## src/rtl/pressure_temp_compensation_defines.svh

```systemverilog
// assertion macros shared by the compensation block
`ifndef PRESSURE_TEMP_COMPENSATION_DEFINES_SVH
`define PRESSURE_TEMP_COMPENSATION_DEFINES_SVH

// same-cycle implication, masked while reset is high
`define PTC_ASSERT_IMP(label, clk, rst, ante, cons, msg) \
  label: assert property (@(posedge clk) disable iff (rst) (ante) |-> (cons)) \
    else $error(msg);

// next-cycle implication, checked through reset as well
`define PTC_ASSERT_NXT(label, clk, ante, cons, msg) \
  label: assert property (@(posedge clk) (ante) |=> (cons)) \
    else $error(msg);

`endif

```

## src/rtl/ptc_pkg.sv

```systemverilog
// types, register indexes and helpers for the pressure/temperature compensation pipeline
`timescale 1ns / 1ps

package ptc_pkg;

  localparam int IDX_W = 3;
  localparam int CFG_W = 16;

  localparam logic [IDX_W-1:0] REG_MODEL    = 3'd0;
  localparam logic [IDX_W-1:0] REG_SENS     = 3'd1;
  localparam logic [IDX_W-1:0] REG_OFF      = 3'd2;
  localparam logic [IDX_W-1:0] REG_TCS      = 3'd3;
  localparam logic [IDX_W-1:0] REG_TCO      = 3'd4;
  localparam logic [IDX_W-1:0] REG_TREF     = 3'd5;
  localparam logic [IDX_W-1:0] REG_TEMPSENS = 3'd6;

  localparam logic signed [19:0] TEMP_REF  = 20'sd2000;
  localparam logic signed [19:0] VLOW_LIM  = -20'sd1600;
  localparam logic signed [19:0] VLOW_OFS  = 20'sd1500;

  typedef struct packed {
    logic        model;
    logic [15:0] sens;
    logic [15:0] off;
    logic [15:0] tcs;
    logic [15:0] tco;
    logic [15:0] tref;
    logic [15:0] tempsens;
  } cfg_t;

  // first-order terms and squares
  typedef struct packed {
    logic [23:0]        d1;
    logic signed [41:0] sens1;
    logic signed [41:0] off1;
    logic signed [19:0] temp1;
    logic [34:0]        dev2;
    logic [35:0]        e2;
    logic [17:0]        ti_low;
    logic [17:0]        ti_high;
  } front_t;

  // second-order corrected terms
  typedef struct packed {
    logic [23:0]        d1;
    logic signed [41:0] sens2;
    logic signed [41:0] off2;
    logic signed [20:0] temp2;
  } corr_t;

  // signed shift that rounds toward zero like a c division by 2**k
  function automatic logic signed [63:0] sdiv_pow2(input logic signed [63:0] x,
                                                  input logic [5:0] k);
    logic signed [63:0] bias;
    bias = x[63] ? $signed((64'd1 << k) - 64'd1) : 64'sd0;
    return (x + bias) >>> k;
  endfunction

endpackage

```

## src/rtl/ptc_press.sv

```systemverilog
// stages 7-10: split d1*SENS product, scaling, offset and final pressure
`timescale 1ns / 1ps

module ptc_press (
  input  logic                clk,
  input  logic                rst,
  input  logic                model,
  input  logic                in_valid,
  input  ptc_pkg::corr_t      in,
  output logic                out_valid,
  output logic signed [31:0]  pressure,
  output logic signed [31:0]  temperature
);
  import ptc_pkg::*;

  // stage 7: two partial products of d1 against the low and high halves of SENS
  logic               v7;
  logic [44:0]        pp_lo;
  logic signed [45:0] pp_hi;
  logic signed [41:0] off_s7;
  logic signed [20:0] temp_s7;

  // stage 8
  logic               v8;
  logic signed [63:0] prod;
  logic signed [41:0] off_s8;
  logic signed [20:0] temp_s8;

  // stage 9
  logic               v9;
  logic signed [43:0] p1;
  logic signed [20:0] temp_s9;
  logic signed [63:0] prod_q, p1_next;

  // stage 10
  logic signed [63:0] p_q;
  logic [31:0]        p_next;

  assign prod_q  = sdiv_pow2(prod, 6'd21);
  assign p1_next = prod_q - 64'(off_s8);
  assign p_q     = sdiv_pow2(64'(p1), model ? 6'd13 : 6'd15);
  assign p_next  = model ? p_q[31:0] * 32'd10 : p_q[31:0];

  always_ff @(posedge clk) begin
    if (rst) begin
      v7        <= 1'b0;
      v8        <= 1'b0;
      v9        <= 1'b0;
      out_valid <= 1'b0;
    end else begin
      v7        <= in_valid;
      v8        <= v7;
      v9        <= v8;
      out_valid <= v9;
    end
    pp_lo   <= 45'(in.d1) * 45'(in.sens2[20:0]);
    pp_hi   <= $signed({22'd0, in.d1}) * 46'($signed(in.sens2[41:21]));
    off_s7  <= in.off2;
    temp_s7 <= in.temp2;
    // true product stays well inside 64 bits, so wrapping here is exact
    prod    <= $signed((64'(pp_hi) <<< 21) + {19'd0, pp_lo});
    off_s8  <= off_s7;
    temp_s8 <= temp_s7;
    p1      <= p1_next[43:0];
    temp_s9 <= temp_s8;
    pressure    <= $signed(p_next);
    temperature <= 32'(temp_s9);
  end

endmodule

```

## config.mk

```make
export PLATFORM = sky130hd
export DESIGN_NAME = ptc_press
export DESIGN_NICKNAME = d
export VERILOG_FILES = /design/src/rtl/pressure_temp_compensation_defines.svh /design/src/rtl/ptc_pkg.sv /design/src/rtl/ptc_press.sv
export SDC_FILE = /design/constraint.sdc
export NUM_CORES = 2
export LEC_CHECK = 0
export CAP_MARGIN = 20
export CORE_UTILIZATION = 50
export DETAILED_ROUTE_END_ITERATION = 12
export DONT_BUFFER_PORTS = 1
export MAX_ROUTING_LAYER = met4
export PLACE_DENSITY = 0.63
export SLEW_MARGIN = 10
export SYNTH_ARGS = -nofsm -noshare
export SYNTH_HDL_FRONTEND = slang
export SYNTH_SLANG_ARGS = --single-unit
```

## constraint.sdc

```tcl
create_clock -name clk -period 9.2 [get_ports clk]
set_clock_uncertainty 0.05 [all_clocks]
set_input_delay 0.92 -clock clk [delete_from_list [all_inputs] [get_ports clk]]
set_output_delay 0.92 -clock clk [all_outputs]
set_load 0.02 [all_outputs]
```

### After elaboration in Yosys (flattened, before gate mapping)

Index checks and enable logic that the tools add are counted.

| word-level totals | value |
|---|---|
| flip-flop bits (word level) | 400 |
| latch bits | 0 |
| RAM bits | 0 |
| ROM bits | 0 |
| bits of input ports | 133 |
| output and inout bits | 65 |
| word-level logic and storage cells | 30 |
| memories kept | 0 |

| operators by class | value |
|---|---|
| $add $sub $neg | 5 |
| multiply operators | 3 |
| div/mod/pow operators | 0 |
| order comparisons | 0 |
| equality and inequality tests | 0 |
| shifts and indexed selects | 2 |
| multiplexer cells | 4 |
| bitwise logic cells | 0 |
| reduce and logical (&&, ||, !) cells | 0 |

Operators by type and width:

| operator | count |
|---|---|
| $add A44 B64 Y64 | 1 |
| $add A64 B22 Y64 | 1 |
| $add A64 B45 Y64 | 1 |
| $mux W64 | 1 |
| $shl A1 B4 Y64 const A | 1 |
| $sshr A64 B4 Y32 | 1 |
| $sub A64 B1 Y64 const B | 1 |
| $mul A24 B21 Y45 | 1 |
| $sub A43 B42 Y44 | 1 |
| $mul A25 B21 Y43 | 1 |
| $mul A32 B3 Y31 const B | 1 |
| $mux W32 | 1 |
| $mux W21 | 1 |
| $mux W2 | 1 |

### Depth between registers and ports, before layout

| logic depth | value |
|---|---|
| depth in word-level cells | 8 |
| gate-level depth with buffers | 28 |
| depth with buffers taken out | 26 |

### Worst setup path after synthesis

No wires, ideal clock.

| timing path | value |
|---|---|
| path type | in2reg |
| from | input in[116] in the netlist's numbering |
| to | register pp_lo[37] |
| library setup time | 0.072 ns |
| arrival time | 7.090 ns |
| data required time | 9.078 ns |
| path slack | 1.988 ns |
| stages | 24 |
| cells stage by stage | clkbuf_1 > and2_1 > fa_1 > fa_1 > inv_1 > fa_1 > inv_1 > fa_1 > fa_1 > fa_1 > inv_1 > fa_1 > inv_1 > ha_1 > a21oi_1 > o21ai_1 > a2111oi_2 > o221ai_2 > a31o_2 > a31o_2 > a31o_2 > a21o_1 > a21oi_2 > xnor2_1 |

| between the ends | value |
|---|---|
| cells in the longest elaborated chain, start to end | 1 |

RTL lines:

| item | RTL line | RTL |
|---|---|---|
| start, declared | ptc_press.sv:9 | `input ptc_pkg::corr_t in,` |
| $mul A24 B21 Y45 | ptc_press.sv:56 | `pp_lo <= 45'(in.d1) * 45'(in.sens2[20:0]);` |
| end signal, assigned | ptc_press.sv:56 |  |
| end, declared | ptc_press.sv:18 | `logic [44:0] pp_lo;` |

Every way passes these cells.
A chain may end at the register's enable or synchronous reset.

### Worst setup path in the final report

| timing path | value |
|---|---|
| from | input in[104] in the netlist's numbering |
| to | register pp_hi[42] |

| between the ends | value |
|---|---|
| cells in the longest elaborated chain, start to end | 1 |

RTL lines:

| item | RTL line | RTL |
|---|---|---|
| $mul A25 B21 Y43 | ptc_press.sv:57 | `pp_hi <= $signed({22'd0, in.d1}) * 46'($signed(in.sens2[41:21]));` |
| end signal, assigned | ptc_press.sv:57 |  |
| end, declared | ptc_press.sv:19 | `logic signed [45:0] pp_hi;` |

Every way passes these cells.

==> run summary <==
STATUS
--------------------------------------------------------------------------------------------
Result of the run ............................................................. finished clean

DIE
--------------------------------------------------------------------------------------------
Floorplan Core Area ...........................................................  96570 sq um
Die width .....................................................................     314.0 um
Row cnt .......................................................................          114
Top Ports .....................................................................          198
Chip height ...................................................................     314.0 um
Effective utilization at floorplan ............................................       50.39%
Total die area ................................................................  98570 sq um

LOGIC SYNTHESIS
--------------------------------------------------------------------------------------------
Basic-gate share of the synthesized area counting and, or, nand and nor cells .       14.97%
Combinational family with the most area after synthesis .......................  adder cells
Distinct cell type count after synthesis ......................................           76
Fraction of registers with async set or reset after synthesis .................           0%
Number of enable flip-flop cells after synthesis ..............................            0
Number of synthesis warnings ..................................................            0
Xor and xnor area share after synthesis .......................................       4.680%
Adder-Cell Fraction of Synth Area .............................................       46.47%
Synth Area per Inst ...........................................................  9.233 sq um
Seq/Total Area, Yosys .........................................................       16.46%
Number of instances in the synthesized netlist ................................         5270
Nets in the synthesized netlist ...............................................         6710
Seq cells post-synth ..........................................................          400
Proportion of netlist area held by the largest area contributor ...............       34.31%
Multiplexer area fraction after synthesis .....................................      0.1903%
Ranking of synthesized cells by area .......................................... sky130_fd_sc_hd__fa_1 (34%), sky130_fd_sc_hd__dfxtp_1 (16%), sky130_fd_sc_hd__ha_1 (12%), sky130_fd_sc_hd__inv_1 (8.1%), sky130_fd_sc_hd__and2_1 (6.0%)
Flip-flop cell with the highest count after synthesis ......................... sky130_fd_sc_hd__dfxtp_1
Total standard cell area after synthesis ......................................  48660 sq um
Largest area contributor in the netlist ....................................... sky130_fd_sc_hd__fa_1
Compound-Gate Fraction of Synth Area ..........................................       7.418%

CLOCK TREE
--------------------------------------------------------------------------------------------
Clock latency reported for the late side of the worst-skew pair ...............      0.57 ns
Post-CTS Setup Inserts ........................................................            0
CTS HTree Levels ..............................................................            2
CTS tree ......................................................................          yes
Hold buffer count at cts ......................................................            0
Clk pin slew, worst setup/hold paths ..........................................      0.06 ns
Number of buffers created by CTS ..............................................           42
Cell at the root of the clock tree ............................................ sky130_fd_sc_hd__clkbuf_16
Number of resized instances in the post-cts repair step .......................            0
CTS sink cnt ..................................................................          400
Maximum number of buffers from clock root to sink .............................            3

FINISH
--------------------------------------------------------------------------------------------
Ratio of cells with drive above 1 in the final layout .........................       2.044%
Leading cell types in the layout, fill and taps excluded ...................... sky130_fd_sc_hd__inv_1 (1046), sky130_fd_sc_hd__fa_1 (834), sky130_fd_sc_hd__nand2_1 (650)
Number of antenna diodes ......................................................            0
Leading cell type in the layout, fill and taps excluded ....................... sky130_fd_sc_hd__inv_1
Nets@finish ...................................................................         6545
Number of filler cells placed in the layout ...................................         8834
Area growth, synth to finish ..................................................       4.554%

ROUTING
--------------------------------------------------------------------------------------------
Via Count .....................................................................        33630
Post-Route WL .................................................................    115700 um
Count of nets left with antenna violations after detail routing ...............            0
Wire per inst .................................................................     18.05 um
Average vias per placed instance ..............................................        5.243
Iter 0 DRT Violations .........................................................         1735
Post-route DRC ................................................................            0
Number of optimization iterations in the first detailed-route pass ............            5

GRT
--------------------------------------------------------------------------------------------
Initial antenna violation count ...............................................            4
Aggregate global routing overflow .............................................            0
Pin count of the biggest net entering global routing ..........................           82
Total Routing Usage GR ........................................................       25.18%
Number of global-route vias before repair .....................................        35640
Global-route wire length before repair ........................................    189700 um

WORST SETUP PATH
--------------------------------------------------------------------------------------------
Largest fanout of any net on the critical path ................................           16
Critical path arrival .........................................................      7.54 ns
Setup CP Type .................................................................    in -> reg
Critical Path End Type ........................................................     register
Kind of start point of the critical path ...................................... primary input
Worst Path Required ...........................................................      9.63 ns

PLACEMENT
--------------------------------------------------------------------------------------------
Port Buffer Count .............................................................            0
Placer's final routability congestion estimate ................................       0.9086
Worst-case setup slack after placement ........................................     1.525 ns
Sum of net half-perimeters after detailed placement ...........................     89320 um

STA
--------------------------------------------------------------------------------------------
Count of endpoints failing hold in the final timing report ....................            0
Slew at the pin closest to its max-slew limit .................................    0.9084 ns
Max-slew violations ...........................................................            0
RSZ-0062 raised after global routing ..........................................        false
Setup violators final .........................................................            0
Clock period minus final worst setup slack ....................................     7.109 ns
Final critical-path share of the clock period .................................       77.28%
Final worst setup slack .......................................................     2.091 ns
Headroom to the max-slew limit ................................................       39.36%
Timing-limited maximum frequency ..............................................    140.7 MHz
Setup TNS .....................................................................         0 ns

WORST HOLD PATH
--------------------------------------------------------------------------------------------
Worst min-delay path class ....................................................   reg -> reg

JOB
--------------------------------------------------------------------------------------------
Maxcap violations .............................................................            0

[layout make-up]
type	count	area (sq um)	share of cell area, %
multi-input combinational	3610	35880	70.52
clock buffer	52	1170	2.299
inverter	1048	3934	7.732
sequential	400	8009	15.74
tap	1276	1597	3.138
clock inverter	25	245.2	0.4820
timing repair buffer	3	42.54	0.08362
[logic make-up (layout without fill, tap and decap cells)]
| logic type | Yosys count | count (layout) |
|---|---|---|
| AO/OA/AOI/OAI | 549 | 549 |
| multiplexers | 9 | 9 |
| XOR/XNOR | 260 | 260 |
| buffers and inverters | 1260 | 1128 |
| AND/OR/NAND/NOR | 1485 | 1485 |
| flip-flops | 400 | 400 |
| adder cells (fa/ha/maj) | 1307 | 1307 |
[registers in the layout, summed over array words and instances (netlist names)]
signal,count
pp_lo,45
out_valid,1
v8,1
pressure,32
p1,44
v7,1
temp_s7,21
temperature,21
pp_hi,43
off_s8,42
temp_s9,21
temp_s8,21
prod,64
off_s7,42
v9,1
[final timing paths]
check,startpoint,to,slack [ns],cells after the start
max,in[104],pp_hi[42],2.09,23
min,temp_s8[0],temp_s9[0],0.27,0
max reg2reg,p1[43],pressure[31],2.44,23
min reg2reg,temp_s8[0],temp_s9[0],0.27,0
[through the flow]
step | area, sq um | hold slack [ns] | std cells | util, %
floorplan | 48660 | 0.2596 | 5270 | -
global placement | 49430 | 0.2598 | 6336 | 51.19
detailed placement | 49460 | 0.2621 | 6337 | 51.22
CTS | 50880 | 0.2672 | 6414 | 52.68
global route | 50880 | 0.2766 | 6414 | 52.68
finish | 50880 | 0.2719 | 6414 | 52.68
[synth_stat cells (5+ instances only)]
library cell / instances
sky130_fd_sc_hd__a211o_1: 6
sky130_fd_sc_hd__a211oi_1: 28
sky130_fd_sc_hd__a21o_1: 112
sky130_fd_sc_hd__a21oi_1: 174
sky130_fd_sc_hd__a221oi_1: 7
sky130_fd_sc_hd__a31o_2: 6
sky130_fd_sc_hd__a31oi_1: 20
sky130_fd_sc_hd__and2_1: 464
sky130_fd_sc_hd__and3_1: 33
sky130_fd_sc_hd__and4_1: 8
sky130_fd_sc_hd__buf_4: 11
sky130_fd_sc_hd__clkbuf_1: 199
sky130_fd_sc_hd__dfxtp_1: 400
sky130_fd_sc_hd__fa_1: 834
sky130_fd_sc_hd__ha_1: 473
sky130_fd_sc_hd__inv_1: 1046
sky130_fd_sc_hd__mux2i_1: 7
sky130_fd_sc_hd__nand2_1: 650
sky130_fd_sc_hd__nand2b_1: 36
sky130_fd_sc_hd__nand3_1: 41
sky130_fd_sc_hd__nand4_1: 38
sky130_fd_sc_hd__nor2_1: 138
sky130_fd_sc_hd__nor2b_1: 19
sky130_fd_sc_hd__nor3_1: 30
sky130_fd_sc_hd__o2111ai_1: 5
sky130_fd_sc_hd__o211ai_1: 7
sky130_fd_sc_hd__o21a_1: 16
sky130_fd_sc_hd__o21ai_0: 77
sky130_fd_sc_hd__o21ai_1: 5
sky130_fd_sc_hd__o21bai_1: 27
sky130_fd_sc_hd__o22ai_1: 5
sky130_fd_sc_hd__o31ai_1: 5
sky130_fd_sc_hd__or3_1: 9
sky130_fd_sc_hd__xnor2_1: 184
sky130_fd_sc_hd__xor2_1: 76
[worst max-delay path, stage by stage]
cell and delay (ns):
sky130_fd_sc_hd__clkinv_1 0.31, sky130_fd_sc_hd__nor2_1 0.27, sky130_fd_sc_hd__fa_1 0.41, sky130_fd_sc_hd__inv_1 0.09
sky130_fd_sc_hd__fa_1 0.41, sky130_fd_sc_hd__fa_1 0.54, sky130_fd_sc_hd__inv_1 0.05, sky130_fd_sc_hd__fa_1 0.53
sky130_fd_sc_hd__fa_1 0.53, sky130_fd_sc_hd__fa_1 0.54, sky130_fd_sc_hd__inv_1 0.05, sky130_fd_sc_hd__fa_1 0.55
sky130_fd_sc_hd__inv_1 0.05, sky130_fd_sc_hd__ha_1 0.36, sky130_fd_sc_hd__inv_1 0.10, sky130_fd_sc_hd__o221ai_1 0.25
sky130_fd_sc_hd__o221ai_1 0.17, sky130_fd_sc_hd__a21oi_1 0.40, sky130_fd_sc_hd__a31oi_1 0.23, sky130_fd_sc_hd__o21a_1 0.27
sky130_fd_sc_hd__o21ai_0 0.17, sky130_fd_sc_hd__o21ai_0 0.12, sky130_fd_sc_hd__xnor2_1 0.23
[per-layer routing]
metal	up-vias	track usage [%]	wire, um	part of all wire, %
met4	0	7.040	3295	2.8
met1	16680	33.14	51580	45
met2	993	40.25	53110	46
met5	-	-	0	0
met3	179	4.011	7758	6.7
li1	15780	-	-	-
Power is left out: the tool's default activity adds up to more than one toggle a clock period on the data nets, which glitch-free logic cannot reach.
